File: src/design/hcq_ram.sv
// Generic single-write, single-read RAM with registered read data.
`default_nettype none
module hcq_ram #(
	parameter int W = 8,
	parameter int D = 16
) (
	input  wire logic                 clk,
	input  wire logic                 we,
	input  wire logic [$clog2(D)-1:0] waddr,
	input  wire logic [W-1:0]         wdata,
	input  wire logic [$clog2(D)-1:0] raddr,
	output logic      [W-1:0]         rdata
);
	logic [W-1:0] mem_q [D];

	always_ff @(posedge clk) begin
		if (we) begin
			mem_q[waddr] <= wdata;
		end
		rdata <= mem_q[raddr];
	end
endmodule
`default_nettype wire

File: config.mk
export PLATFORM = sky130hd
export DESIGN_NAME = hcq_ram
export DESIGN_NICKNAME = d
export VERILOG_FILES = /design/src/design/hcq_ram.sv
export SDC_FILE = /design/constraint.sdc
export NUM_CORES = 1
export LEC_CHECK = 0
export BUFFER_PORTS_ARGS = -buffer_cell sky130_fd_sc_hd__buf_2
export CAP_MARGIN = 20
export CORE_MARGIN = 5
export CORE_UTILIZATION = 43
export DETAILED_ROUTE_END_ITERATION = 8
export GPL_TIMING_DRIVEN = 0
export SETUP_SLACK_MARGIN = 0.2
export SYNTH_ARGS = -nofsm -noshare
export SYNTH_HDL_FRONTEND = slang
export SYNTH_SLANG_ARGS = --single-unit
File: constraint.sdc
create_clock -name clk -period 3.45 [get_ports clk]
set_input_delay 0 -clock clk [delete_from_list [all_inputs] [get_ports clk]]
set_output_delay 0 -clock clk [all_outputs]
set_load 0.01 [all_outputs]
==> metrics.csv, run 1 <==
metric,value,unit
status,"complete, no violations",
crit_buf_inv,0,
crit_arrival,1730,ps
layout_min_cycle_time,1442,ps
area_delta_synth_final,19.42,%
min-delay-path-class,input pin to flop,
syn_avg_cell_area,22.48,um2
power_density,627.8,nW/um2
postCtsSetupBuffers,0,
setup_slack,2008,ps
min_from,wdata[0],
routedWlPerCell,21.91,um
slowest_stage,mux4_1,
hpwl,6.249,mm
design.die.area,14260,um2
slew_headroom,0.4605,
post_cts_resized,0,
syn_inst,229,
vdd_drop_max,0.3694,mV
worstPathMaxFanout,1,
p_total,3.859,mW
fillers,902,
layout.nets,300,
grt_pass1_vias,2383,
yosysWarnings,0,
drive_gt1_frac,0.2949,
power.internal,3.132,mW
synth.ff_latch_count,136,
cp-startpoint,mem_q[6][0]$_DFFE_PP_,
drc,0,
io_pins,26,
drv_cap,0,
drv_slew,0,
max_stage_delay,550,ps
dpl_worst_slack,1741,ps
ctsHoldBuffers,6,
vias,2373,
cp_top_family,multiplexers,
synth_seq_area_share,0.7778,
dr.pass1.iters,5,
grt_antenna_before_repair,0,
grt_max_degree,17,
synth_nets,247,
stdcell_area,6147,um2
clkTransAtPathRegs,50,ps
max_freq,693.3,MHz
clock_sinks,136,
p_sw,0.7272,mW
swShare,0.1884,
io_buffers,24,
tns,0,ps
gp_congestion,0.6864,
worstMarginPinSlew,803.1,ps
grtUsageTotal,0.1451,
setup_viol,0,
die_w,119.4,um
fp.dieH,119.4,um
p_seq_frac,0.481,
period_share,0.4181,
r2r-start,mem_q[6][0]$_DFFE_PP_,
cts-htree-levels,4,
p_comb_frac,0.048,
ant_nets,0,
cellLeakagePower,2.092,nW
cts_tree,done,
timing.clock.skew,5.099,ps
clock_path_buffers,2,
fin_util,0.5182,
syn_area,5147,um2
drt-initial-drc-count,184,
rsz0062_at_grt,false,
worstSetupPathType,flop to flop,
clkLatencyLatePin,410,ps
start_util,0.4340,
core_area,11860,um2
grt_overflow,0,
hold_viol_final,0,
cp.required,3740,ps
viasPerCell,5.369,
n_antenna_cell,0,
yosysUniqueCellTypes,19,
endpoint_kind,flop,
place_area,5479,um2
critical_path.cell_chain,"mux4_1, a22oi_1, nand2_1",
cts_made_buffers,17,
placementRows,40,
clockRootBuffer,clkbuf_16,
wl,9.686,mm
pwr-share-clk,0.471,
grt_pass1_wl,14.44,mm
cp-start-kind,flop,
cells by family (layout without fill, tap and decap cells):
kind of cell,Yosys count,count (layout),share of synthesized area
AO/OA/AOI/OAI,16,16,0.02334
buffers and inverters,10,76,0.01677
flip-flops,136,136,0.7778
multiplexers,32,32,0.1502
AND/OR/NAND/NOR,35,35,0.03184
worst reg2reg max path, stage by stage (launching register included):
cell and delay (ps):
edfxtp_1 360, mux4_1 550, a22oi_1 320, nand2_1 90
final timing paths:
kind,endpoint,slack [ps],cells past startpoint
min,mem_q[0][0]$_DFFE_PP_,4,1
min reg2reg,rdata[1]$_DFF_P_,680,3
max reg2reg,rdata[0]$_DFF_P_,2010,3
max,rdata[0]$_DFF_P_,2010,3
final cells by class:
cell class	instances	area, um2	area share
clock buffer	23	488.0	0.07938
clock inverter	9	120.1	0.01954
multi-input combinational	83	1057	0.1720
tap	147	183.9	0.02992
timing repair buffer	34	207.7	0.03379
buffer	10	86.33	0.01404
sequential	136	4004	0.6513
Yosys cell counts:
cell type	number	area share
nor2_1	13	0.0095
buf_6	3	0.0066
nand3b_1	2	0.0029
or3b_2	1	0.0017
nor3_1	4	0.0039
buf_2	3	0.0029
nand3_1	1	0.00097
buf_4	1	0.0015
a22oi_1	16	0.023
and2_1	1	0.0012
edfxtp_1	128	0.75
nand2b_1	2	0.0024
mux4_1	14	0.071
nor2b_1	1	0.0012
clkdlybuf4s25_2	3	0.0058
dfxtp_1	8	0.031
mux4_2	18	0.079
and2b_1	1	0.0015
nand2_1	9	0.0066
power by group through the flow:
stage          registers [mW]  clock network, mW  logic [mW]
2_1_floorplan            1.89                  0      0.0938
3_3_place_gp             1.89                  0       0.178
3_5_place_dp             1.89                  0       0.182
4_1_cts                  1.86               1.85       0.188
5_1_grt                  1.86               1.91       0.200
6_report                 1.86               1.82       0.184
layer usage:
| layer | wire [um] | GRT usage | up-vias | share of wire |
|---|---|---|---|---|
| li1 | - | - | 1080 | - |
| met1 | 4307 | 0.2019 | 1216 | 0.44 |
| met2 | 4714 | 0.2169 | 62 | 0.49 |
| met3 | 488 | 0.03466 | 15 | 0.050 |
| met4 | 175 | 0.06872 | 0 | 0.018 |
| met5 | 0 | 0 | - | 0 |
state kept, by name, summed over array words and instances, names as in the netlist:
| name | count |
|---|---|
| mem_q | 128 |
| rdata | 8 |
metrics by stage:
stage / std cells / hold WS [ps]
after floorplan: 229 / 98.87
after global placement: 400 / 395.5
after detailed placement: 404 / 393.4
after CTS: 442 / 3.011
after global routing: 442 / 7.975
final: 442 / 4.337
cell usage in the layout (no fill, tap or decap), types with 3 or more instances in the layout:
cell type,instances
clkbuf_8,4
mux4_1,14
buf_6,3
clkbuf_16,17
dfxtp_1,8
edfxtp_1,128
clkinv_2,6
nor2_1,13
clkdlybuf4s25_2,3
buf_4,4
dlygate4sd3_1,6
a22oi_1,16
nor3_1,4
buf_2,28
nand2_1,9
bufinv_16,3
mux4_2,18
No activity file was read; power rests on OpenSTA's default activity.
==> inputs of run 2 (changes only) <==
==> constraint.sdc (replaced) <==
create_clock -name clk -period 1.17 [get_ports clk]
set_input_delay 0 -clock clk [delete_from_list [all_inputs] [get_ports clk]]
set_output_delay 0 -clock clk [all_outputs]
set_load 0.01 [all_outputs]
==> metrics.csv, run 2 (synthesized netlist as in run 1, its figures left out) <==
metric,value,unit
status,"complete, but fails checks",
violations,negative setup slack,
cts_tree,done,
p_seq_frac,0.468,
power.internal,9.529,mW
drv_cap,0,
drv_slew,0,
met2_usage,0.2151,
rsz0062_at_grt,true,
routedWlPerCell,21.73,um
power_density,1882,nW/um2
vdd_drop_max,0.8564,mV
drt-initial-drc-count,151,
worstMarginPinSlew,689.2,ps
vias,2299,
setup_slack,-148.1,ps
rrSetupSlack,-150,ps
pwr-share-clk,0.483,
area_delta_synth_final,20.81,%
wl,9.517,mm
ff_latch_area,4004,um2
n_antenna_cell,0,
setup_viol,8,
grtUsageTotal,0.1439,
slew_headroom,0.5388,
crit_arrival,1610,ps
final_common_cell,edfxtp_1,
fin_util,0.5243,
grt.met3_usage,0.03181,
critical_path.cell_chain,"mux4_2, a22oi_2, nand2_1",
worstPathMaxFanout,1,
clock_path_buffers,2,
hold_ws,5.179,ps
mostFrequentLayoutCells,"edfxtp_1 (128), mux4_2 (32), buf_2 (27)",
p_comb_frac,0.049,
top_regs,"mem_q (128), rdata (8)",
fin_cells,438,
placementRows,40,
slowest_stage,mux4_2,
io_buffers,24,
worstSetupPathType,flop to flop,
max_freq,758.7,MHz
layout.nets,296,
grt_pass1_wl,14.41,mm
layout_min_cycle_time,1318,ps
fillers,901,
cts-htree-levels,4,
busiest_layer,met2,
gp_congestion,0.7003,
grt_pass1_vias,2387,
dpl_worst_slack,-311.7,ps
dpl.cell_count,400,
p_total,11.71,mW
largest_reg_flops,128,
fp.dieH,119.4,um
grt_antenna_before_repair,0,
swShare,0.1859,
dr.pass1.iters,4,
cts_made_buffers,17,
p_sw,2.176,mW
clkTransAtPathRegs,50,ps
max_stage_delay,520,ps
min-delay-path-class,input pin to flop,
clockRootBuffer,clkbuf_16,
grt_use_met1,0.2008,
multiInputGateArea,1112,um2
core_area,11860,um2
period_share,1.127,
clkLatencyLatePin,410,ps
cp-start-kind,flop,
design.die.area,14260,um2
ant_nets,0,
drc,0,
cp.required,1470,ps
io_pins,26,
drive_gt1_frac,0.4021,
grt_max_degree,17,
timing.clock.skew,6.169,ps
clock_sinks,136,
regMostFlops,mem_q,
start_util,0.4340,
hpwl,6.197,mm
viasPerCell,5.249,
hold_viol_final,0,
endpoint_kind,flop,
grt_overflow,0,
die_w,119.4,um
cellLeakagePower,2.046,nW
run 2: area by class of cell:
cell class / instances / area share
Sequential cell: 136 / 0.6439
Timing Repair Buffer: 30 / 0.03058
Clock inverter: 8 / 0.02254
Multi-Input combinational cell: 83 / 0.1789
Buffer: 10 / 0.01388
Tap cell: 147 / 0.02958
Clock buffer: 24 / 0.08068
run 2: worst paths after layout:
check | from | end | cells after the start
max | mem_q[4][7]$_DFFE_PP_ | rdata[7]$_DFF_P_ | 3
max reg2reg | mem_q[4][7]$_DFFE_PP_ | rdata[7]$_DFF_P_ | 3
min | wdata[7] | mem_q[4][7]$_DFFE_PP_ | 1
min reg2reg | mem_q[10][0]$_DFFE_PP_ | rdata[0]$_DFF_P_ | 3
run 2: power by group through the flow:
stage	Combinational, mW	Sequential (mW)	Clock (mW)
after floorplan	0.296	5.59	0
after global placement	0.546	5.57	0
after detailed placement	0.557	5.57	0
after CTS	0.591	5.48	5.71
after global routing	0.628	5.48	5.92
final	0.578	5.47	5.65
run 2: what timing repair did:
action	in CTS	in global routing
pin swaps	1	0
setup buffers	1	0
endpoints found under the hold margin	64	0
endpoints found under the setup margin	96	16
hold buffers	5	0
resized for setup	14	1
run 2: per-stage QoR:
stage / area, um2 / TNS, ps
6_report: 6218 / -934.3
5_1_grt: 6218 / -1514
4_1_cts: 6212 / -1199
3_5_place_dp: 5450 / -29350
3_3_place_gp: 5450 / -29110
2_1_floorplan: 5146 / 0
run 2: metal layers:
layer,part of all wire,routed length [um],vias up
li1,-,-,1057
met1,0.45,4243,1177
met2,0.50,4725,49
met3,0.039,367,16
met4,0.019,182,0
met5,0,0,-
run 2: worst max-delay path, delay by kind of cell (launching register included):
family,cells,cell delay (ps)
AO/OA/AOI/OAI,1,220
AND/OR/NAND/NOR,1,80
multiplexers,1,520
flip-flops,1,390
